`config.mk`:
```
export PLATFORM = sky130hd
export DESIGN_NAME = srbl_queue
export DESIGN_NICKNAME = d
export VERILOG_FILES = /design/src/rtl/srbl_pkg.sv /design/src/rtl/srbl_queue.sv
export SDC_FILE = /design/constraint.sdc
export NUM_CORES = 1
export LEC_CHECK = 0
export BUFFER_PORTS_ARGS = -buffer_cell sky130_fd_sc_hd__buf_2
export CORE_MARGIN = 5
export CORE_UTILIZATION = 47
export DETAILED_ROUTE_END_ITERATION = 12
export PLACE_DENSITY = 0.82
export SETUP_SLACK_MARGIN = 0.5
export SLEW_MARGIN = 10
export SYNTH_ARGS = -nofsm -noshare
export SYNTH_HDL_FRONTEND = slang
export SYNTH_SLANG_ARGS = --single-unit
export TNS_END_PERCENT = 20
```
`constraint.sdc`:
```
create_clock -name clk -period 11.1 [get_ports clk]
set_input_delay 2.22 -clock clk [delete_from_list [all_inputs] [get_ports clk]]
set_output_delay 2.22 -clock clk [all_outputs]
set_load 0.02 [all_outputs]
```
`src/rtl/srbl_pkg.sv`:
```
// Shared types and constants of the branch log likelihood accumulator.
package srbl_pkg;

  localparam int MAX_STATES = 4;
  localparam int LANES      = 4;
  localparam int LANE_LIMIT = (MAX_STATES < LANES) ? MAX_STATES : LANES;

  localparam logic [30:0] ONE_Q30   = 31'd1073741824;
  localparam logic [31:0] LN2_Q30   = 32'd744261118;
  localparam logic [31:0] LOG2E_Q16 = 32'd94548;
  localparam logic [3:0]  EXP_TERMS = 4'd8;
  localparam logic [3:0]  LOG_LAST  = 4'd15;

  // Reciprocals for the series divide: ceil(2^s / n), exact below 2^31
  localparam logic [31:0] RECIP_1 = 32'h8000_0000;
  localparam logic [31:0] RECIP_3 = 32'hAAAA_AAAB;
  localparam logic [31:0] RECIP_5 = 32'hCCCC_CCCD;
  localparam logic [31:0] RECIP_7 = 32'h9249_2493;

  localparam logic signed [48:0] ACC_MAX = 49'sh0_7FFF_FFFF_FFFF;
  localparam logic signed [48:0] ACC_MIN = -ACC_MAX - 49'sd1;

  typedef enum logic [2:0] {
    REG_NUM_STATES = 3'd0,
    REG_LAMBDA_0   = 3'd1,
    REG_LAMBDA_1   = 3'd2,
    REG_LAMBDA_2   = 3'd3,
    REG_LAMBDA_3   = 3'd4
  } cfg_idx_t;

  typedef logic [LANES-1:0][23:0] lam_arr_t;

  typedef struct packed {
    logic [23:0] branch_length;
    logic        is_tip;
    logic        is_root;
    logic [31:0] partial_0;
    logic [31:0] partial_1;
    logic [31:0] partial_2;
    logic [31:0] partial_3;
    logic        last_node;
  } in_item_t;

  typedef struct packed {
    logic signed [47:0] log_likelihood;
    logic               invalid;
  } out_item_t;

  // One classified node as it waits between front and back.
  typedef struct packed {
    logic [23:0]            len;
    logic                   tip;
    logic                   root;
    logic                   last;
    logic                   zsum;
    logic [2:0]             n;
    logic [33:0]            sum;
    logic [LANES-1:0][31:0] partial;
  } node_t;

  typedef struct packed {
    logic        start;
    logic [63:0] dividend;
    logic [34:0] divisor;
  } div_req_t;

  typedef struct packed {
    logic        done;
    logic [63:0] quot;
  } div_rsp_t;

endpackage

```
`src/rtl/srbl_queue.sv`:
```
// Two-entry queue of classified nodes between front and back.
module srbl_queue (
  input  logic            clk,
  input  logic            rst_n,
  input  logic            push,
  input  srbl_pkg::node_t push_data,
  input  logic            pop,
  output srbl_pkg::node_t pop_data,
  output logic            full,
  output logic            not_empty
);
  import srbl_pkg::*;

  node_t      mem_r [2];
  logic       wr_ptr_r;
  logic       rd_ptr_r;
  logic [1:0] cnt_r;

  assign full      = (cnt_r == 2'd2);
  assign not_empty = (cnt_r != 2'd0);
  assign pop_data  = mem_r[rd_ptr_r];

  always_ff @(posedge clk) begin
    if (push) mem_r[wr_ptr_r] <= push_data;
  end

  always_ff @(posedge clk) begin
    if (!rst_n) begin
      wr_ptr_r <= 1'b0;
      rd_ptr_r <= 1'b0;
      cnt_r    <= 2'd0;
    end else begin
      if (push) wr_ptr_r <= !wr_ptr_r;
      if (pop)  rd_ptr_r <= !rd_ptr_r;
      cnt_r <= cnt_r + 2'(push) - 2'(pop);
    end
  end

endmodule

```
==> reports/qor.yml <==
outcome:
  status: "finished clean"
logic_synthesis:
  seq_area_frac_synth_pct: 82.48
  syn_nets: 820
  ys_warn_count: 0
  syn_avg_cell_area_um2: 22.83
  synth.largest_area_cell: "edfxtp_1"
  synth_area_um2: 14170
  yosys-top-cells-area: "edfxtp_1, mux2_2, dfxtp_1"
  synth.top_cell.area_share_pct: 81.77
  synth-seq-cells: 391
  synthCells: 621
  ys_types: 14
worst_setup_path:
  crit_family: "buffers and inverters"
  worstPathArrival_ns: 2.71
  crit_slowest_cell: "buf_4"
  cpPeakStageDelay_ns: 0.85
  required_ns: 8.88
  critPathBufInv: 2
  start_kind: "register"
  end_kind: "output pin"
  worst-setup-path-type: "reg -> out"
  worstPathCellList: "buf_4 -> mux2_2 -> buf_2"
  worst-path-max-fanout: 79
route:
  drtIter0Drc: 355
  wirelength_um: 28830
  vias: 7299
  ant_nets: 0
  drc_errors: 0
  via_per_inst: 5.003
  firstDrtPassIters: 4
  wl_per_cell_um: 19.76
clock_tree:
  cts_tree: "done"
  postCtsSetupBuffers: 0
  cts.repair.resized: 0
  postCtsHoldBufs: 0
  clock_sinks: 391
  clockBufferDepth: 3
  clkTransAtPathRegs_ns: 0.05
  cts_buffers: 39
  htreeDepth: 2
  clock_latency_ns: 0.50
  cts-root-buf: "clkbuf_16"
global_routing:
  grt_max_degree: 195
  grt-ovfl-total: 0
  grt_pass1_wl_um: 42640
  grt_usage_pct: 16.25
  grt_pass1_vias: 7838
  antenna_found_initial: 8
timing:
  slew_headroom_pct: 12.73
  worstMarginPinSlew_ns: 1.309
  finalSetupTns_ns: 0
  fin_skew_ns: 0.005820
  slew_violations: 0
  timing.final.crit_period_ns: 4.933
  fin_crit_sh_pct: 44.44
  fmax_ghz: 0.2027
  setup_violations: 0
  hold_viol_final: 0
  rsz0062_at_grt: "no"
finish:
  layout-drive-gt1-share_pct: 60.24
  stdcell_area_um2: 17720
  area_growth_pct: 24.99
  nNetsFinal: 1236
placed_design:
  dpl.hpwl_um: 19430
  place.gp.congestion: 0.7608
  numPortBuffers: 391
  placed_area_um2: 16500
floorplan:
  fp.dieH_um: 183.7
  die_w_um: 183.7
  start_util_pct: 47.70
  rows: 63
  io_pins: 392
  die_area_um2: 33730
  core_um2: 29720
power_and_ir_drop:
  pwr-share-comb_pct: 11.5
  power_frac_seq_pct: 51.8
  cellPowerDensity_nw_per_um2: 188.7
  p_clk_share_pct: 36.7
  netSwitchingPower_mw: 0.7432
  p_sw_share_pct: 22.23
  p_leak_nw: 6.615
  max-vdd-ir-drop_mv: 0.1700
  internal-power_mw: 2.600
min_path:
  hp-class: "reg -> reg"
job:
  cap_violations: 0
-- logic make-up (layout without fill, tap and decap cells) --
| group | after synthesis | in the layout | synth area share, % |
|---|---|---|---|
| flops | 391 | 391 | 82.48 |
| buf+inv | 23 | 466 | 1.342 |
| other cells | 0 | 5 | 0 |
| mux | 193 | 193 | 15.33 |
| compound gates | 1 | 1 | 0.05298 |
| simple gates | 9 | 9 | 0.3972 |
| xor+xnor | 2 | 2 | 0.2207 |
| fa+ha+maj | 2 | 2 | 0.1765 |
-- cell type report --
| class | instances | area (µm²) |
|---|---|---|
| clock inverter | 10 | 93.84 |
| tap | 390 | 488.0 |
| antenna | 5 | 12.51 |
| timing repair buffer | 396 | 2007 |
| fill | 2149 | 12000 |
| inverter | 2 | 7.507 |
| clock buffer | 58 | 1110 |
| multi-input combinational | 207 | 2303 |
| sequential | 391 | 11700 |
-- through the flow --
step	setup WS [ns]	hold slack (ns)	utilization (%)	cells	total power, mW
after floorplan	3.396	0.5546	-	621	2.015
after global placement	5.859	0.5578	55.53	1386	2.140
after detailed placement	5.839	0.5684	55.53	1386	2.152
after CTS	6.119	0.5807	59.58	1454	3.387
after global routing	6.020	0.5968	59.62	1459	3.478
final	6.167	0.5770	59.62	1459	3.343
-- final timing paths --
path              slack (ns)             startpoint  cells after the start                     end
hold reg to reg         0.58  rd_ptr_r$_SDFFE_PN0P_                      2                register
setup / recovery        6.17               register                      3           pop_data[179]
hold / removal          0.58  rd_ptr_r$_SDFFE_PN0P_                      2                register
setup reg to reg        7.78  wr_ptr_r$_SDFFE_PN0P_                      3  mem_r[1][55]$_DFFE_PP_
-- Yosys cell counts --
| cell | count |
|---|---|
| and2_1 | 4 |
| inv_1 | 2 |
| mux2_2 | 193 |
| or2_2 | 1 |
| xnor3_1 | 1 |
| nor2b_1 | 4 |
| o21a_1 | 1 |
| buf_6 | 8 |
| buf_4 | 11 |
| edfxtp_1 | 386 |
| dfxtp_1 | 5 |
| ha_1 | 2 |
| xor2_1 | 1 |
| buf_2 | 2 |
-- registers in the layout (all words and copies together), names as in the netlist, named ones only --
register and flops:
wr_ptr_r 1, rd_ptr_r 1, mem_r 386, cnt_r 2
-- cell usage in the layout, fill, tap and decap left out, drive strengths merged --
cell,count
and2,4
mux2,193
clkinv,8
buf,396
diode,5
xnor3,1
or2,1
edfxtp,386
bufinv,2
o21a,1
dfxtp,5
inv,2
ha,2
nor2b,4
clkbuf,58
xor2,1
-- worst register-to-register path: stages (launching register included) --
cell     delay, ns
dfxtp_1       0.41
and2_4        0.66
buf_4         0.86
buf_4         0.94
-- metal layers --
| layer | up-vias | share of wire, % | global-route usage, % |
|---|---|---|---|
| met5 | - | 0.066 | 0 |
| met4 | 4 | 3.3 | 6.108 |
| met3 | 74 | 9.3 | 5.639 |
| met2 | 297 | 52 | 29.37 |
| met1 | 3603 | 35 | 17.57 |
| li1 | 3321 | - | - |
-- power by group through the flow --
stage	Combinational [mW]	Clock, mW	Sequential (mW)
CTS	0.391	1.26	1.73
global placement	0.383	0	1.76
finish	0.384	1.23	1.73
floorplan	0.252	0	1.76
detailed placement	0.388	0	1.76
global route	0.409	1.33	1.74
Power figures use the tool's default switching activity.
