===== config.mk =====
export PLATFORM = sky130hd
export DESIGN_NAME = srbl_div
export DESIGN_NICKNAME = d
export VERILOG_FILES = /design/src/rtl/srbl_pkg.sv /design/src/rtl/srbl_div.sv
export SDC_FILE = /design/constraint.sdc
export NUM_CORES = 1
export LEC_CHECK = 0
export BUFFER_PORTS_ARGS = -buffer_cell sky130_fd_sc_hd__clkbuf_2
export CAP_MARGIN = 0
export CORE_ASPECT_RATIO = 0.5
export CORE_MARGIN = 4
export CORE_UTILIZATION = 40
export DETAILED_ROUTE_END_ITERATION = 10
export SYNTH_ARGS = -nofsm -noshare
export SYNTH_HDL_FRONTEND = slang
export SYNTH_SLANG_ARGS = --single-unit

===== constraint.sdc =====
create_clock -name clk -period 5.2 [get_ports clk]
set_input_delay 0.78 -clock clk [delete_from_list [all_inputs] [get_ports clk]]
set_output_delay 0.78 -clock clk [all_outputs]
set_load 0.02 [all_outputs]

===== src/rtl/srbl_pkg.sv =====
// Shared types and constants of the branch log likelihood accumulator.
package srbl_pkg;

  localparam int MAX_STATES = 4;
  localparam int LANES      = 4;
  localparam int LANE_LIMIT = (MAX_STATES < LANES) ? MAX_STATES : LANES;

  localparam logic [30:0] ONE_Q30   = 31'd1073741824;
  localparam logic [31:0] LN2_Q30   = 32'd744261118;
  localparam logic [31:0] LOG2E_Q16 = 32'd94548;
  localparam logic [3:0]  EXP_TERMS = 4'd8;
  localparam logic [3:0]  LOG_LAST  = 4'd15;

  // Reciprocals for the series divide: ceil(2^s / n), exact below 2^31
  localparam logic [31:0] RECIP_1 = 32'h8000_0000;
  localparam logic [31:0] RECIP_3 = 32'hAAAA_AAAB;
  localparam logic [31:0] RECIP_5 = 32'hCCCC_CCCD;
  localparam logic [31:0] RECIP_7 = 32'h9249_2493;

  localparam logic signed [48:0] ACC_MAX = 49'sh0_7FFF_FFFF_FFFF;
  localparam logic signed [48:0] ACC_MIN = -ACC_MAX - 49'sd1;

  typedef enum logic [2:0] {
    REG_NUM_STATES = 3'd0,
    REG_LAMBDA_0   = 3'd1,
    REG_LAMBDA_1   = 3'd2,
    REG_LAMBDA_2   = 3'd3,
    REG_LAMBDA_3   = 3'd4
  } cfg_idx_t;

  typedef logic [LANES-1:0][23:0] lam_arr_t;

  typedef struct packed {
    logic [23:0] branch_length;
    logic        is_tip;
    logic        is_root;
    logic [31:0] partial_0;
    logic [31:0] partial_1;
    logic [31:0] partial_2;
    logic [31:0] partial_3;
    logic        last_node;
  } in_item_t;

  typedef struct packed {
    logic signed [47:0] log_likelihood;
    logic               invalid;
  } out_item_t;

  // One classified node as it waits between front and back.
  typedef struct packed {
    logic [23:0]            len;
    logic                   tip;
    logic                   root;
    logic                   last;
    logic                   zsum;
    logic [2:0]             n;
    logic [33:0]            sum;
    logic [LANES-1:0][31:0] partial;
  } node_t;

  typedef struct packed {
    logic        start;
    logic [63:0] dividend;
    logic [34:0] divisor;
  } div_req_t;

  typedef struct packed {
    logic        done;
    logic [63:0] quot;
  } div_rsp_t;

endpackage


===== src/rtl/srbl_div.sv =====
// Restoring divider, one quotient bit per cycle, 64-bit dividend.
module srbl_div (
  input  logic               clk,
  input  logic               rst_n,
  input  srbl_pkg::div_req_t req,
  output srbl_pkg::div_rsp_t rsp
);
  import srbl_pkg::*;

  logic [63:0] quot_r;
  logic [34:0] rem_r;
  logic [34:0] dsr_r;
  logic [6:0]  cnt_r;
  logic        done_r;
  logic [35:0] trial;
  logic        fits;

  assign trial = {rem_r, quot_r[63]} - {1'b0, dsr_r};
  assign fits  = !trial[35];

  always_ff @(posedge clk) begin
    if (!rst_n) begin
      cnt_r  <= '0;
      done_r <= 1'b0;
    end else begin
      done_r <= 1'b0;
      if (req.start) begin
        quot_r <= req.dividend;
        rem_r  <= '0;
        dsr_r  <= req.divisor;
        cnt_r  <= 7'd64;
      end else if (cnt_r != '0) begin
        rem_r  <= fits ? trial[34:0] : {rem_r[33:0], quot_r[63]};
        quot_r <= {quot_r[62:0], fits};
        cnt_r  <= cnt_r - 7'd1;
        if (cnt_r == 7'd1) done_r <= 1'b1;
      end
    end
  end

  assign rsp.done = done_r;
  assign rsp.quot = quot_r;

endmodule


==> results of run 1 <==
[state kept, by name (all words and copies together) (netlist names)]
signal and cells:
cnt_r 7, quot_r 64, dsr_r 35, rem_r 35
done_r 1
[cell type report]
cell class / count / share of cell area (%)
Clock buffer: 20 / 4.66
Clock inverter: 11 / 1.68
Inverter: 49 / 1.96
Multi-Input combinational cell: 452 / 34.5
Sequential cell: 142 / 44.6
Tap cell: 259 / 3.46
Timing Repair Buffer: 169 / 9.13
[synthesized netlist by cell type (all sizes together) (3+ instances only)]
cell,n,area (um2)
edfxtp,134,4020
nand2,70,263
a21oi,63,338
mux2,63,709
inv,49,184
ha,37,463
nor2,31,119
o21ai,26,134
nand3,20,100
clkbuf,15,56.3
xnor2,14,123
a21o,13,97.6
buf,9,56.3
nor3,9,45.0
dfxtp,8,160
nand2b,8,50.1
o21a,8,60.1
a211oi,7,65.1
xor2,7,61.3
and2,6,37.5
nor4,6,37.5
o21bai,6,45.0
or3,6,37.5
and3,4,25.0
or2,4,27.5
a21boi,3,22.5
a221oi,3,26.3
a311o,3,30.0
nand3b,3,22.5
nand4,3,18.8
nor2b,3,18.8
o31ai,3,32.5
[power by group through the flow]
stage          Clock (W)  Sequential [W]  Combinational, W
2_1_floorplan          0         0.00178           0.00119
3_5_place_dp           0         0.00169           0.00167
5_1_grt          0.00134         0.00170           0.00188
6_report         0.00125         0.00167           0.00168
4_1_cts          0.00128         0.00167           0.00169
3_3_place_gp           0         0.00168           0.00166
[cell families after synthesis]
family,synth area share (%)
buf+inv,3.85
flops,54.3
simple gates,10.9
compound gates,13.1
fa+ha+maj,6.27
xor+xnor,2.39
mux,9.21
[layer usage]
layer / GRT usage [%] / vias up
met5: 0 / -
met4: 4.40 / 2
met3: 5.06 / 14
met2: 25.4 / 128
met1: 22.4 / 2705
li1: - / 2799
[worst min-delay path, cell delays in order (launching register included)]
cell	delay, ns
dfxtp_1	0.31
o21ai_0	0.06
a21boi_0	0.08
[metrics by stage]
step,power [W],instances
final,0.00460,1102
after global routing,0.00492,1102
after CTS,0.00464,1102
after detailed placement,0.00336,1071
after global placement,0.00334,1071
after floorplan,0.00297,667
[final timing paths]
path,startpoint,to,cells after the start
setup / recovery,rem_r[0]$_SDFFCE_PP0P_,rem_r[27]$_SDFFCE_PP0P_,10
hold / removal,cnt_r[6]$_SDFFE_PN0N_,cnt_r[6]$_SDFFE_PN0N_,2
setup reg to reg,rem_r[0]$_SDFFCE_PP0P_,rem_r[27]$_SDFFCE_PP0P_,10
hold reg to reg,cnt_r[6]$_SDFFE_PN0N_,cnt_r[6]$_SDFFE_PN0N_,2
==> impl_metrics.tcl, run 1 <==
set metrics [dict create \
    outcome "completed" \
    synth_area_mm2 0.00770 \
    hold_violations 0 \
    die_area_mm2 0.0217 \
    seq_power_share_pct 36.2 \
    port_buffers 166 \
    die-width_um 204 \
    final_cell_mix "clkbuf_2 (165), edfxtp_1 (134), nand2_1 (70)" \
    pin_count 167 \
    cpMaxStageDelayCell "nor2_4" \
    first_global_vias 5799 \
    cts_tree "built" \
    via_per_inst 5.13 \
    rsz0062_at_grt "false" \
    post-route-drc-count 0 \
    routed_wl_mm 17.7 \
    place_area_mm2 0.00878 \
    worstSetupPathType "reg -> reg" \
    nets 971 \
    globalplace.congestion 0.838 \
    vias 5648 \
    syn_nets 807 \
    nFillCells 1750 \
    drt_iter0_drc 267 \
    cts_buffers 17 \
    arrival_ns 3.78 \
    critPathMaxStageDelay_ns 0.77 \
    drv_cap 0 \
    ys_warn_count 0 \
    register_area_mm2 0.00418 \
    final_core_util_pct 50.3 \
    ys_seq_area_share_pct 54.3 \
    area_growth_pct 21.8 \
    crit_family "compound AO/OA/AOI/OAI gates" \
    post-dp-hpwl_mm 12.4 \
    clockBufferDepth 2 \
    drive_above_1_share_pct 32.6 \
    grt_pass1_wl_mm 28.8 \
    antenna_left 0 \
    worstHoldPathType "reg -> reg" \
    p_int_w 0.00296 \
    tightest_slew_ns 0.961 \
    ir_worst_vdd_mv 0.286 \
    row_count 35 \
    cp_num_buf_inv 0 \
    synth_seq_cells 142 \
    diodes 0 \
    place_ws_ns 1.73 \
    track_usage_pct 16.4 \
    antenna_found_initial 1 \
    multiInputGateArea_mm2 0.00324 \
    setup_ws_ns 1.68 \
    route.met2.wl_mm 7.92 \
    ctsHtreeMaxLevel 4 \
    worstSkewPairLatency_ns 0.42 \
    avgSynthCellArea_um2 11.5 \
    final_common_cell "clkbuf_2" \
    setup_viol 0 \
    die_y_um 106 \
    first_pass_iters 4 \
    reg2reg_setup_slack_ns 1.68 \
    synth_cell_type_count 63 \
    path_cells "ha_1 -> nor2b_1 -> o31ai_2 -> a211oi_4 -> o21ai_2 -> a21oi_4 -> a22o_1 -> nor2_4 -> nand4_1 -> a21oi_1" \
    yosys_most_used_dff "edfxtp_1" \
    period_needed_ns 3.52 \
    grt_remaining_overflow 0 \
    core_area_mm2 0.0187 \
    clkPwrFrac_pct 27.2 \
    end_kind "flip-flop" \
    synth_edf_count 134 \
    cts.sinks 142 \
    start_util_pct 41.3 \
    relSlewSlack_pct 35.8 \
    p_switching_w 0.00164 \
    syn-instance-count 667 \
    top_layer "met5" \
    cts_root_buffer "clkbuf_16" \
    clock.fmax_mhz 284 \
    grt_max_degree 65 \
    pwr-share-comb_pct 36.5 \
    drv_slew 0 \
    postCtsSetupBuffers 0 \
    stdcell_area_mm2 0.00938 \
    postCtsResizedCells 0 \
    setup-tns-final_ns 0 \
    holdBufCountCts 0 \
    period_share_pct 67.8 \
    avgRoutedWirePerCell_um 16.1 \
    path_clk_slew_ns 0.07 \
    cp-start-kind "flip-flop" \
    drt-met1-wl_mm 8.45 \
    route.met3.wl_mm 1.16 \
    crit_fanout 37 \
    cellPowerDensity_mw_per_mm2 491 \
    synthArstFlopShare_pct 0 \
    swShare_pct 35.6 \
    holdWs_ns 0.501 \
    finClkSkew_ns 0.0143 \
    cp.required_ns 5.46 \
    p_leak_nw 3.90 \
]
Power figures use the tool's default switching activity.
==> inputs of run 2 (changes only) <==
==> constraint.sdc (replaced) <==
create_clock -name clk -period 3.2 [get_ports clk]
set_input_delay 0.48 -clock clk [delete_from_list [all_inputs] [get_ports clk]]
set_output_delay 0.48 -clock clk [all_outputs]
set_load 0.02 [all_outputs]
==> run 2 against run 1 <==
Against the previous run: critical path depth did not move; clock skew is essentially flat; sequential share of layout area decreased by 1.5 points; total power grew 67%; worst hold slack worse by 0.27 ns; register-to-register slack worse by 1.5 ns; first-iteration DRC count is 3.0% lower; wire length grew 5.5%; cell count increased by 3.0%.
==> impl_metrics.tcl, run 2 (synthesis gave the netlist of run 1 again) <==
set metrics [dict create \
    outcome "completed" \
    tightest_slew_ns 0.870 \
    arrival_ns 3.21 \
    antenna_found_initial 1 \
    crit_fanout 7 \
    critPathMaxStageDelay_ns 0.40 \
    finClkSkew_ns 0.0144 \
    regMostFlops "quot_r" \
    reg_top3 "quot_r (64), dsr_r (35), rem_r (35)" \
    placed_cells_incl_taps 1099 \
    worstSetupPathType "reg -> reg" \
    cp.required_ns 3.36 \
    post-dp-hpwl_mm 13.5 \
    start_util_pct 41.3 \
    nets 1003 \
    end_kind "flip-flop" \
    stdcell_area_mm2 0.00970 \
    post-route-drc-count 0 \
    die-width_um 204 \
    drive_above_1_share_pct 36.5 \
    grt_max_degree 78 \
    place_area_mm2 0.00903 \
    track_usage_pct 17.2 \
    holdWs_ns 0.235 \
    clock.fmax_mhz 327 \
    pin_count 167 \
    area_growth_pct 25.9 \
    path_clk_slew_ns 0.07 \
    first_pass_iters 4 \
    diodes 0 \
    rsz0062_at_grt "true" \
    ir_worst_vdd_mv 0.407 \
    vias 5768 \
    first_global_vias 6067 \
    ctsHtreeMaxLevel 4 \
    via_per_inst 5.08 \
    die_area_mm2 0.0217 \
    cpMaxStageDelayCell "edfxtp_1" \
    cellPowerDensity_mw_per_mm2 794 \
    cts_root_buffer "clkbuf_16" \
    setup-tns-final_ns 0 \
    final_common_cell "clkbuf_2" \
    cts_buffers 17 \
    cp_num_buf_inv 0 \
    hold_violations 0 \
    worstSkewPairLatency_ns 0.42 \
    grt_pass1_wl_mm 30.0 \
    period_needed_ns 3.06 \
    antenna_left 0 \
    die_y_um 106 \
    row_count 35 \
    crit_family "compound AO/OA/AOI/OAI gates" \
    relSlewSlack_pct 41.4 \
    avgRoutedWirePerCell_um 16.5 \
    p_leak_nw 4.05 \
    core_area_mm2 0.0187 \
    crit_top_cell "a21o_1" \
    cts_tree "built" \
    globalplace.congestion 0.850 \
    setup_viol 0 \
    drv_slew 0 \
    routed_wl_mm 18.7 \
    grt_remaining_overflow 0 \
    worstHoldPathType "in -> reg" \
    final_cell_mix "clkbuf_2 (165), edfxtp_1 (134), nand2_1 (70)" \
    largest_reg_flops 64 \
    cts.sinks 142 \
    final_cell_count_no_fill 1135 \
    drv_cap 0 \
    cp-start-kind "flip-flop" \
    clockBufferDepth 2 \
    path_cells "ha_1 -> a21o_1 -> a21o_1 -> a21oi_2 -> o22ai_1 -> o21a_1 -> a22o_2 -> or2_4 -> a31o_2 -> a311o_1" \
    period_share_pct 95.6 \
    port_buffers 166 \
    drt_iter0_drc 259 \
]
-- run 2: final timing paths --
kind                            from                       to  slack [ns]  cells after the start
max reg2reg  rem_r[27]$_SDFFCE_PP0P_  rem_r[28]$_SDFFCE_PP0P_        0.14                     10
max          rem_r[27]$_SDFFCE_PP0P_  rem_r[28]$_SDFFCE_PP0P_        0.14                     10
min                          req[22]      dsr_r[22]$_DFFE_PP_        0.23                      1
min reg2reg    cnt_r[6]$_SDFFE_PN0N_    cnt_r[6]$_SDFFE_PN0N_        0.49                      2
-- run 2: per-stage QoR --
step / utilization [%] / power, W / setup WS, ns
finish: 52.0 / 0.00770 / 0.141
global route: 52.0 / 0.00822 / -0.0311
CTS: 51.4 / 0.00767 / 0.0427
detailed placement: 48.4 / 0.00571 / 0.0523
global placement: 48.4 / 0.00567 / 0.101
floorplan: - / 0.00482 / 0.161
-- run 2: worst register-to-register path: stages, from the launching register on --
cell and delay (ns):
edfxtp_1 0.40, ha_1 0.33, a21o_1 0.18, a21o_1 0.18, a21oi_2 0.20, o22ai_1 0.11, o21a_1 0.23, a22o_2 0.31
or2_4 0.29, a31o_2 0.25, a311o_1 0.32
-- run 2: what timing repair did --
item | in CTS | in global routing
hold buffers | 0 | 0
gates cloned | 0 | 1
buffers inserted | 0 | 3
setup endpoints to repair | 1 | 9
pin swaps | 0 | 5
gates resized for setup | 1 | 13
-- run 2: where the power goes --
group / switching, W / internal (W) / leakage [nW]
Clock: 0.000817 / 0.00110 / 0.263
Sequential: 0.000195 / 0.00252 / 1.36
Combinational: 0.00178 / 0.00129 / 2.43
Total: 0.00280 / 0.00490 / 4.05
-- run 2: final cells by class --
cell class | count | area [um2]
repair buffers | 200 | 1130
flip-flops and latches | 142 | 4180
clock inverters | 12 | 114
well taps | 259 | 324
fillers | 1701 | 8960
clock buffers | 20 | 447
inverters | 49 | 184
multi-input cells | 453 | 3320
-- run 2: per-layer routing --
metal	vias to the layer above	track usage, %	part of all wire (%)
met2	120	27.4	46
li1	2872	-	-
met5	-	0	0.070
met3	10	5.36	5.9
met4	2	5.11	0.66
met1	2764	22.8	47
