===== config.mk =====
export PLATFORM = sky130hd
export DESIGN_NAME = srbl_back
export DESIGN_NICKNAME = d
export VERILOG_FILES = /design/src/rtl/srbl_pkg.sv /design/src/rtl/srbl_back.sv
export SDC_FILE = /design/constraint.sdc
export NUM_CORES = 2
export LEC_CHECK = 0
export BUFFER_PORTS_ARGS = -buffer_cell sky130_fd_sc_hd__buf_2
export CAP_MARGIN = 20
export CORE_MARGIN = 1.5
export CORE_UTILIZATION = 63
export CTS_CLUSTER_DIAMETER = 120
export CTS_CLUSTER_SIZE = 30
export DETAILED_ROUTE_END_ITERATION = 8
export PLACE_DENSITY = 0.83
export SKIP_CTS_REPAIR_TIMING = 1
export SYNTH_ARGS = -nofsm -noshare
export SYNTH_HDL_FRONTEND = slang
export SYNTH_SLANG_ARGS = --single-unit

===== constraint.sdc =====
create_clock -name clk -period 15 [get_ports clk]
set_input_delay 2.25 -clock clk [delete_from_list [all_inputs] [get_ports clk]]
set_output_delay 2.25 -clock clk [all_outputs]
set_load 0.01 [all_outputs]

===== src/rtl/srbl_pkg.sv =====
// Shared types and constants of the branch log likelihood accumulator.
package srbl_pkg;

  localparam int MAX_STATES = 4;
  localparam int LANES      = 4;
  localparam int LANE_LIMIT = (MAX_STATES < LANES) ? MAX_STATES : LANES;

  localparam logic [30:0] ONE_Q30   = 31'd1073741824;
  localparam logic [31:0] LN2_Q30   = 32'd744261118;
  localparam logic [31:0] LOG2E_Q16 = 32'd94548;
  localparam logic [3:0]  EXP_TERMS = 4'd8;
  localparam logic [3:0]  LOG_LAST  = 4'd15;

  // Reciprocals for the series divide: ceil(2^s / n), exact below 2^31
  localparam logic [31:0] RECIP_1 = 32'h8000_0000;
  localparam logic [31:0] RECIP_3 = 32'hAAAA_AAAB;
  localparam logic [31:0] RECIP_5 = 32'hCCCC_CCCD;
  localparam logic [31:0] RECIP_7 = 32'h9249_2493;

  localparam logic signed [48:0] ACC_MAX = 49'sh0_7FFF_FFFF_FFFF;
  localparam logic signed [48:0] ACC_MIN = -ACC_MAX - 49'sd1;

  typedef enum logic [2:0] {
    REG_NUM_STATES = 3'd0,
    REG_LAMBDA_0   = 3'd1,
    REG_LAMBDA_1   = 3'd2,
    REG_LAMBDA_2   = 3'd3,
    REG_LAMBDA_3   = 3'd4
  } cfg_idx_t;

  typedef logic [LANES-1:0][23:0] lam_arr_t;

  typedef struct packed {
    logic [23:0] branch_length;
    logic        is_tip;
    logic        is_root;
    logic [31:0] partial_0;
    logic [31:0] partial_1;
    logic [31:0] partial_2;
    logic [31:0] partial_3;
    logic        last_node;
  } in_item_t;

  typedef struct packed {
    logic signed [47:0] log_likelihood;
    logic               invalid;
  } out_item_t;

  // One classified node as it waits between front and back.
  typedef struct packed {
    logic [23:0]            len;
    logic                   tip;
    logic                   root;
    logic                   last;
    logic                   zsum;
    logic [2:0]             n;
    logic [33:0]            sum;
    logic [LANES-1:0][31:0] partial;
  } node_t;

  typedef struct packed {
    logic        start;
    logic [63:0] dividend;
    logic [34:0] divisor;
  } div_req_t;

  typedef struct packed {
    logic        done;
    logic [63:0] quot;
  } div_rsp_t;

endpackage


===== src/rtl/srbl_back.sv =====
// Back end: per-state exp, weighting, normalising, log and accumulation.
module srbl_back (
  input  logic                clk,
  input  logic                rst_n,
  input  logic                q_valid,
  input  srbl_pkg::node_t     q_entry,
  output logic                q_pop,
  input  srbl_pkg::lam_arr_t  lambdas,
  output srbl_pkg::div_req_t  div_req,
  input  srbl_pkg::div_rsp_t  div_rsp,
  output logic                out_valid,
  input  logic                out_ready,
  output srbl_pkg::out_item_t out_data
);
  import srbl_pkg::*;

  typedef enum logic [24:0] {
    S_IDLE  = 25'b1 << 0,  S_XDIV  = 25'b1 << 1,  S_XWAIT = 25'b1 << 2,
    S_TMUL  = 25'b1 << 3,  S_TCHK  = 25'b1 << 4,  S_YMUL  = 25'b1 << 5,
    S_YGET  = 25'b1 << 6,  S_HMUL  = 25'b1 << 7,  S_HDIV  = 25'b1 << 8,
    S_HWAIT = 25'b1 << 9,  S_ESH   = 25'b1 << 10, S_WGT   = 25'b1 << 11,
    S_WWAIT = 25'b1 << 12, S_QDIV  = 25'b1 << 13, S_QWAIT = 25'b1 << 14,
    S_M1    = 25'b1 << 15, S_M2    = 25'b1 << 16, S_M3    = 25'b1 << 17,
    S_LCHK  = 25'b1 << 18, S_NORM  = 25'b1 << 19, S_SQ    = 25'b1 << 20,
    S_SQG   = 25'b1 << 21, S_LMUL  = 25'b1 << 22, S_LADD  = 25'b1 << 23,
    S_FIN   = 25'b1 << 24
  } st_t;

  st_t                st_r;
  node_t              ent_r;
  logic [1:0]         lane_r;
  logic [23:0]        x_r;
  logic [4:0]         k_r;
  logic [29:0]        f_r;
  logic [29:0]        y_r;
  logic [30:0]        p_r;
  logic [3:0]         n_r;
  logic [30:0]        e_r;
  logic [46:0]        a_r;
  logic [30:0]        q_r;
  logic [46:0]        tmp_r;
  logic [49:0]        node_r;
  logic [31:0]        z_r;
  logic [5:0]         b_r;
  logic [3:0]         i_r;
  logic [15:0]        frac_r;
  logic               neg_r;
  logic [63:0]        prod_r;
  logic signed [47:0] acc_r;
  logic               inv_r;
  logic               out_valid_r;
  out_item_t          out_data_r;

  logic [31:0]        ma;
  logic [31:0]        mb;
  logic [23:0]        lam;
  logic [33:0]        z2;
  logic signed [23:0] lval;
  logic [22:0]        lmag;
  logic signed [22:0] lnv;
  logic signed [48:0] acc_sum;
  logic [1:0]         h_pre;
  logic [31:0]        h_rec;
  logic [5:0]         h_sh;
  logic [30:0]        h_quot;
  logic               emit;

  // A zero rate counts as one LSB
  assign lam  = (lambdas[lane_r] == '0) ? 24'd1 : lambdas[lane_r];
  assign z2   = prod_r[63:30];
  assign lval = (24'(signed'({1'b0, b_r})) - 24'sd30) * 24'sd65536
                + signed'({8'd0, frac_r});
  assign lmag = lval[23] ? 23'(-lval) : lval[22:0];
  assign lnv  = neg_r ? -signed'({1'b0, prod_r[51:30]}) : signed'({1'b0, prod_r[51:30]});
  assign acc_sum = 49'(acc_r) + 49'(lnv);

  assign q_pop = (st_r == S_IDLE) && q_valid;
  assign emit  = (st_r == S_FIN) && ent_r.last && (!out_valid_r || out_ready);

  // Divide the series term by its index: pre-shift, reciprocal multiply, shift
  always_comb begin
    h_pre = 2'd0;
    h_rec = RECIP_1;
    h_sh  = 6'd31;
    unique case (n_r)
      4'd2: h_pre = 2'd1;
      4'd3: begin h_rec = RECIP_3; h_sh = 6'd33; end
      4'd4: h_pre = 2'd2;
      4'd5: begin h_rec = RECIP_5; h_sh = 6'd34; end
      4'd6: begin h_pre = 2'd1; h_rec = RECIP_3; h_sh = 6'd33; end
      4'd7: begin h_rec = RECIP_7; h_sh = 6'd34; end
      4'd8: h_pre = 2'd3;
      default: ;
    endcase
  end

  assign h_quot = 31'(prod_r >> h_sh);

  always_comb begin
    ma = '0;
    mb = '0;
    div_req = '0;
    unique case (st_r)
      S_XDIV: begin
        div_req.start    = 1'b1;
        div_req.dividend = {24'd0, ent_r.len, 16'd0};
        div_req.divisor  = {11'd0, lam};
      end
      S_TMUL: begin ma = {8'd0, x_r}; mb = LOG2E_Q16; end
      S_YMUL: begin ma = {2'd0, f_r}; mb = LN2_Q30; end
      S_HMUL: begin ma = {2'd0, y_r}; mb = {1'b0, p_r}; end
      S_HDIV: begin ma = prod_r[61:30] >> h_pre; mb = h_rec; end
      S_WGT: begin
        div_req.start    = !ent_r.tip;
        div_req.dividend = {17'd0, e_r, 16'd0};
        div_req.divisor  = {11'd0, lam};
      end
      S_QDIV: begin
        div_req.start    = 1'b1;
        div_req.dividend = {ent_r.partial[lane_r], 32'd0} >> 2;
        div_req.divisor  = {1'b0, ent_r.sum};
      end
      S_M1:   begin ma = {15'd0, a_r[46:30]}; mb = {1'b0, q_r}; end
      S_M2:   begin ma = {2'd0, a_r[29:0]}; mb = {1'b0, q_r}; end
      S_SQ:   begin ma = z_r; mb = z_r; end
      S_LMUL: begin ma = {9'd0, lmag}; mb = LN2_Q30; end
      default: ;
    endcase
  end

  always_ff @(posedge clk) begin
    prod_r <= 64'(ma) * 64'(mb);
  end

  always_ff @(posedge clk) begin
    if (!rst_n) begin
      st_r        <= S_IDLE;
      acc_r       <= '0;
      inv_r       <= 1'b0;
      out_valid_r <= 1'b0;
    end else begin
      if (emit) out_valid_r <= 1'b1;
      else if (out_ready) out_valid_r <= 1'b0;
      unique case (st_r)
        S_IDLE: if (q_valid) begin
          ent_r  <= q_entry;
          lane_r <= '0;
          node_r <= '0;
          if (q_entry.root) st_r <= S_FIN;
          else if (q_entry.zsum) begin
            inv_r <= 1'b1;
            st_r  <= S_FIN;
          end else st_r <= S_XDIV;
        end
        S_XDIV: st_r <= S_XWAIT;
        S_XWAIT: if (div_rsp.done) begin
          x_r <= div_rsp.quot[23:0];
          if (div_rsp.quot[63:24] != '0) begin
            // exp underflows
            e_r  <= '0;
            st_r <= S_WGT;
          end else st_r <= S_TMUL;
        end
        S_TMUL: st_r <= S_TCHK;
        S_TCHK: begin
          f_r <= prod_r[31:2];
          k_r <= prod_r[36:32];
          if (prod_r[63:32] >= 32'd31) begin
            e_r  <= '0;
            st_r <= S_WGT;
          end else st_r <= S_YMUL;
        end
        S_YMUL: st_r <= S_YGET;
        S_YGET: begin
          y_r  <= prod_r[59:30];
          p_r  <= ONE_Q30;
          n_r  <= EXP_TERMS;
          st_r <= S_HMUL;
        end
        S_HMUL: st_r <= S_HDIV;
        S_HDIV: st_r <= S_HWAIT;
        S_HWAIT: begin
          p_r <= ONE_Q30 - h_quot;
          if (n_r == 4'd1) st_r <= S_ESH;
          else begin
            n_r  <= n_r - 4'd1;
            st_r <= S_HMUL;
          end
        end
        S_ESH: begin
          e_r  <= p_r >> k_r;
          st_r <= S_WGT;
        end
        S_WGT: begin
          if (ent_r.tip) begin
            a_r  <= {16'd0, e_r};
            st_r <= S_QDIV;
          end else st_r <= S_WWAIT;
        end
        S_WWAIT: if (div_rsp.done) begin
          a_r  <= div_rsp.quot[46:0];
          st_r <= S_QDIV;
        end
        S_QDIV: st_r <= S_QWAIT;
        S_QWAIT: if (div_rsp.done) begin
          q_r  <= div_rsp.quot[30:0];
          st_r <= S_M1;
        end
        S_M1: st_r <= S_M2;
        S_M2: begin
          tmp_r <= prod_r[46:0];
          st_r  <= S_M3;
        end
        S_M3: begin
          node_r <= node_r + 50'(tmp_r) + 50'(prod_r[63:30]);
          lane_r <= lane_r + 2'd1;
          if ((3'(lane_r) + 3'd1) < ent_r.n) st_r <= S_XDIV;
          else st_r <= S_LCHK;
        end
        S_LCHK: begin
          b_r    <= 6'd30;
          i_r    <= '0;
          frac_r <= '0;
          if (node_r == '0) begin
            inv_r <= 1'b1;
            st_r  <= S_FIN;
          end else st_r <= S_NORM;
        end
        S_NORM: begin
          // walk the leading one into bit 30, one place a cycle
          if (node_r[49:31] != '0) begin
            node_r <= node_r >> 1;
            b_r    <= b_r + 6'd1;
          end else if (!node_r[30]) begin
            node_r <= node_r << 1;
            b_r    <= b_r - 6'd1;
          end else begin
            z_r  <= node_r[31:0];
            st_r <= S_SQ;
          end
        end
        S_SQ: st_r <= S_SQG;
        S_SQG: begin
          if (z2 >= 34'h0_8000_0000) begin
            z_r    <= z2[32:1];
            frac_r <= {frac_r[14:0], 1'b1};
          end else begin
            z_r    <= z2[31:0];
            frac_r <= {frac_r[14:0], 1'b0};
          end
          i_r <= i_r + 4'd1;
          if (i_r == LOG_LAST) st_r <= S_LMUL;
          else st_r <= S_SQ;
        end
        S_LMUL: begin
          neg_r <= lval[23];
          st_r  <= S_LADD;
        end
        S_LADD: begin
          if (acc_sum > ACC_MAX) acc_r <= ACC_MAX[47:0];
          else if (acc_sum < ACC_MIN) acc_r <= ACC_MIN[47:0];
          else acc_r <= acc_sum[47:0];
          st_r <= S_FIN;
        end
        S_FIN: begin
          if (!ent_r.last) st_r <= S_IDLE;
          else if (emit) begin
            out_data_r.log_likelihood <= inv_r ? '0 : acc_r;
            out_data_r.invalid        <= inv_r;
            acc_r                     <= '0;
            inv_r                     <= 1'b0;
            st_r                      <= S_IDLE;
          end
        end
        default: st_r <= S_IDLE;
      endcase
    end
  end

  assign out_valid = out_valid_r;
  assign out_data  = out_data_r;

endmodule


==> impl_results.rst <==
.. list-table::
   :header-rows: 1

   * - Metric
     - Value
   * - Period utilization
     - 0.791
   * - Area added between synthesis and finish
     - 6.51%
   * - Layout net count
     - 9336
   * - Sequential fraction of the synthesis area
     - 0.293
   * - Total number of H-tree levels
     - 1
   * - Total stage count of the critical path
     - 33
   * - Delay of the slowest critical-path stage
     - 1.02 ns
   * - Category of the critical setup timing path
     - reg -> reg
   * - Simple logic cell fraction of the synthesized area
     - 0.142
   * - Total power
     - approximately 4200 µW
   * - Skew final
     - 0.0703 ns
   * - Initial antenna violation count
     - 55
   * - Wire length of the first global-routing pass
     - between 300000 and 400000 µm
   * - Critical path capture point
     - prod_r[63]
   * - Global routing usage summed across all routing layers
     - 0.433
   * - DR pass1 iterations
     - 9
   * - Share of synthesized flip-flops with an asynchronous set or reset
     - 0
   * - Post-CTS clock slew at the launch and capture registers of the worst setup and hold paths
     - about 0.13 ns
   * - Highest-delay cell along the critical path
     - sky130_fd_sc_hd__o21ai_0
   * - Primary flip-flop cell chosen by synthesis mapping
     - sky130_fd_sc_hd__edfxtp_1
   * - Sinks on Clock Net
     - 770
   * - Worst hold slack
     - 0.425 ns
   * - Fill count
     - 8857
   * - Tightest slew margin relative to the limit
     - 0.160
   * - Detailed placer's ending HPWL
     - 200000 µm
   * - Actual slew at the worst max-slew pin
     - 1.25 ns
   * - Ports
     - 509
   * - Most common cell on crit path
     - sky130_fd_sc_hd__fa_1
   * - Cell family with the largest share of critical-path delay
     - adder cells
   * - Count of input and output buffers
     - 489
   * - Most frequent standard cell in the layout excluding fill and tap cells
     - sky130_fd_sc_hd__inv_1
   * - Number of buffer and inverter stages on the critical path
     - 5
   * - Worst R2R End
     - prod_r[63]
   * - Number of placement rows
     - between 100 and 150
   * - Vias in the first global route
     - between 60000 and 70000
   * - Overall via count from detail_route
     - 60841
   * - Distinct cell type count of the synthesized netlist
     - 102
   * - Critical register-to-register path startpoint
     - st_r[6]
   * - Reg-to-reg setup timing slack
     - 3.13 ns
   * - Number of register bits inferred by synthesis
     - 770
   * - Start point of the worst min-delay path
     - prod_r[1]
   * - RD Place Congestion
     - about 1.1
   * - Area of the mapped netlist
     - about 74000 µm²
   * - DRT iter0 DRCs
     - roughly 8300
   * - Grt ovf
     - 0
   * - Hold Fails Final Rpt
     - 0
   * - CP Max Fanout
     - 44
   * - Failing checks
     - DRC
   * - # Max-Cap Violations
     - 0
   * - Number of buffers inserted during clock tree synthesis
     - 31
   * - Routed vias/inst
     - 6.57
   * - Fraction of layout instances using a drive strength above 1
     - 0.120
   * - Setup WS pre-CTS
     - 3.64 ns
   * - Share of power burned in the clock network
     - 0.268
   * - Worst vdd rail ir drop
     - 133 µV
   * - Arrival time reported for the critical path endpoint
     - roughly 12 ns
   * - Critical Path RT
     - 15.61 ns
   * - Fraction of the mapped netlist area in compound gates
     - 0.0957
   * - Internal power contribution
     - between 3000 and 4000 µW
   * - PD cells
     - 53.5 nW/µm²
   * - Unrepaired setup endpoints after global routing
     - no
   * - Fraction of power consumed by sequential logic
     - 0.602
   * - Synth Area per Inst
     - roughly 10 µm²
   * - Nature of the critical path startpoint
     - register
   * - Final count of pins violating max slew
     - 0
   * - Post-route core utilization
     - 0.678
   * - Path class of the lowest-slack min-delay path
     - reg -> reg
   * - Switching power
     - 1170 µW
   * - TritonCTS clock tree
     - yes
   * - Aggregate routed wire length
     - 260000 µm
   * - Post-synth EDFFs
     - around 630
   * - Placeable core region
     - 117000 µm²
   * - Commonest non-fill, non-tap cells in the layout
     - 1023 x sky130_fd_sc_hd__inv_1, 933 x sky130_fd_sc_hd__fa_1, 924 x sky130_fd_sc_hd__nand2_1
   * - Result of the run
     - complete, but fails checks
   * - Clock Path Buffers
     - 3
   * - Fraction of the mapped netlist area in adder cells
     - 0.317
   * - Horiz. Die Dim
     - approximately 350 µm
   * - Clk root buf
     - sky130_fd_sc_hd__clkbuf_16
   * - Full die area
     - 120000 µm²
   * - Initial standard-cell utilization of the core
     - 0.636
   * - Worst setup EP type
     - register
   * - Number of warnings printed during yosys synthesis
     - 0
   * - Synthesized-area fraction occupied by xor and xnor cells
     - 0.0266
   * - Skew-Pair Late Insertion Delay
     - 0.74 ns
   * - DRC viols
     - 16
   * - Worst Reg2Reg Path Length in Cells
     - 33
   * - Setup Viol. Count Final
     - 0
   * - Highest clock frequency the design can meet
     - 84.3 MHz
   * - Leakage
     - 0.0353 µW
   * - Post-synthesis cell count
     - 7398
   * - Switching part of the total
     - 0.276
   * - Final total negative setup slack
     - 0 ns
   * - Combinational share of power
     - 0.129
   * - Die Height
     - 346 µm
   * - Detail-routed net length per standard cell
     - 28.1 µm
   * - Post-synthesis mux area share
     - 0.0448
   * - Minimum period implied by the final worst setup slack
     - 11.87 ns
   * - Largest net degree at the start of global routing
     - 163
   * - Crit path from
     - st_r[6]
   * - Crit path setup slack, layout
     - 3.13 ns
   * - Post-route ant nets
     - 0
   * - Main combinational cell family by area after synthesis
     - adder cells
-- Yosys cell counts (all sizes together) (14+ instances only) --
library cell / instances / area, µm²
inv: 1026 / 3850
fa: 933 / 18700
nand2: 927 / 3490
nor2: 781 / 3000
edfxtp: 631 / 18900
ha: 388 / 4850
a21oi: 293 / 1470
clkbuf: 221 / 830
buf: 218 / 1290
o21ai: 184 / 921
xnor2: 146 / 1280
dfxtp: 139 / 2780
and2: 110 / 688
mux4: 90 / 2030
a31oi: 82 / 519
a21o: 81 / 608
mux2i: 81 / 811
nor2b: 81 / 507
xor2: 79 / 692
nand3: 74 / 398
nor3: 70 / 375
nand4: 67 / 425
a22oi: 61 / 458
a22o: 52 / 455
nor4: 46 / 315
a222oi: 43 / 430
mux2: 43 / 484
o21bai: 36 / 270
a211oi: 35 / 293
nand2b: 29 / 181
and3: 28 / 175
o31ai: 28 / 210
or2: 22 / 138
or3: 21 / 131
and4: 19 / 166
o21a: 18 / 135
o22ai: 18 / 113
a211o: 16 / 141
a21boi: 14 / 105
-- power groups by stage --
stage	Combinational [µW]	Clock, µW	Sequential, µW
4_1_cts	537	1120	2540
6_report	547	1130	2550
5_1_grt	586	1190	2550
3_3_place_gp	525	0	2580
2_1_floorplan	342	0	2580
3_5_place_dp	535	0	2590
-- cells by family (layout without fill, tap and decap cells) --
logic type	Yosys count	after routing
multiplexers	214	214
adder cells (fa/ha/maj)	1321	1321
AND/OR/NAND/NOR	2335	2335
buffers and inverters	1467	1733
XOR/XNOR	225	225
other	1	67
flip-flops	770	770
AO/OA/AOI/OAI	1065	1065
-- layout make-up --
class                      count  area [µm²]  area share
multi-input combinational   5179       46700       0.592
sequential                   770       21700       0.275
inverter                    1028        3860      0.0488
timing repair buffer         647        3700      0.0468
tap                         1524        1910      0.0241
clock buffer                  51         851      0.0108
antenna                       48         120     0.00152
clock inverter                 7        98.8     0.00125
-- through the flow --
stage               area [µm²]  std cells
detailed placement       77800       9145
CTS                      78800       9203
global route             78900       9236
global placement         77800       9145
floorplan                74200       7416
finish                   79000       9254
-- sequential cells by signal, summed over array words and instances, names as in the netlist, 31 cells and up --
| signal | flops |
|---|---|
| node_r | 50 |
| a_r | 47 |
| ent_r | 191 |
| q_r | 31 |
| acc_r | 48 |
| p_r | 31 |
| out_data | 49 |
| z_r | 32 |
| prod_r | 64 |
| e_r | 31 |
| tmp_r | 47 |
-- how the worst min path moves through the flow --
stage                           to  slack [ns]  cells after the start
after floorplan           tmp_r[0]        0.39                      0
after global routing      tmp_r[1]        0.44                      0
after CTS                 tmp_r[0]        0.43                      0
after global placement    tmp_r[1]        0.39                      0
after detailed placement  tmp_r[0]        0.39                      0
final                     tmp_r[1]        0.43                      0
-- metal layers --
metal  GRT usage  part of all wire
met3       0.163              0.15
met1       0.523              0.33
met2       0.650              0.44
met5           0            0.0011
met4       0.287             0.084
-- worst reg2reg max path: cells and delay by family (launching register included) --
kind,cells,cell delay [ns]
and+or+nand+nor,10,3.14
buffers and inverters,5,1.10
DFF,1,0.35
AOI/OAI and AO/OA,8,2.51
adders and majority gates,9,4.52
xor gates and xnor gates,1,0.13
Power figures use the tool's default switching activity.
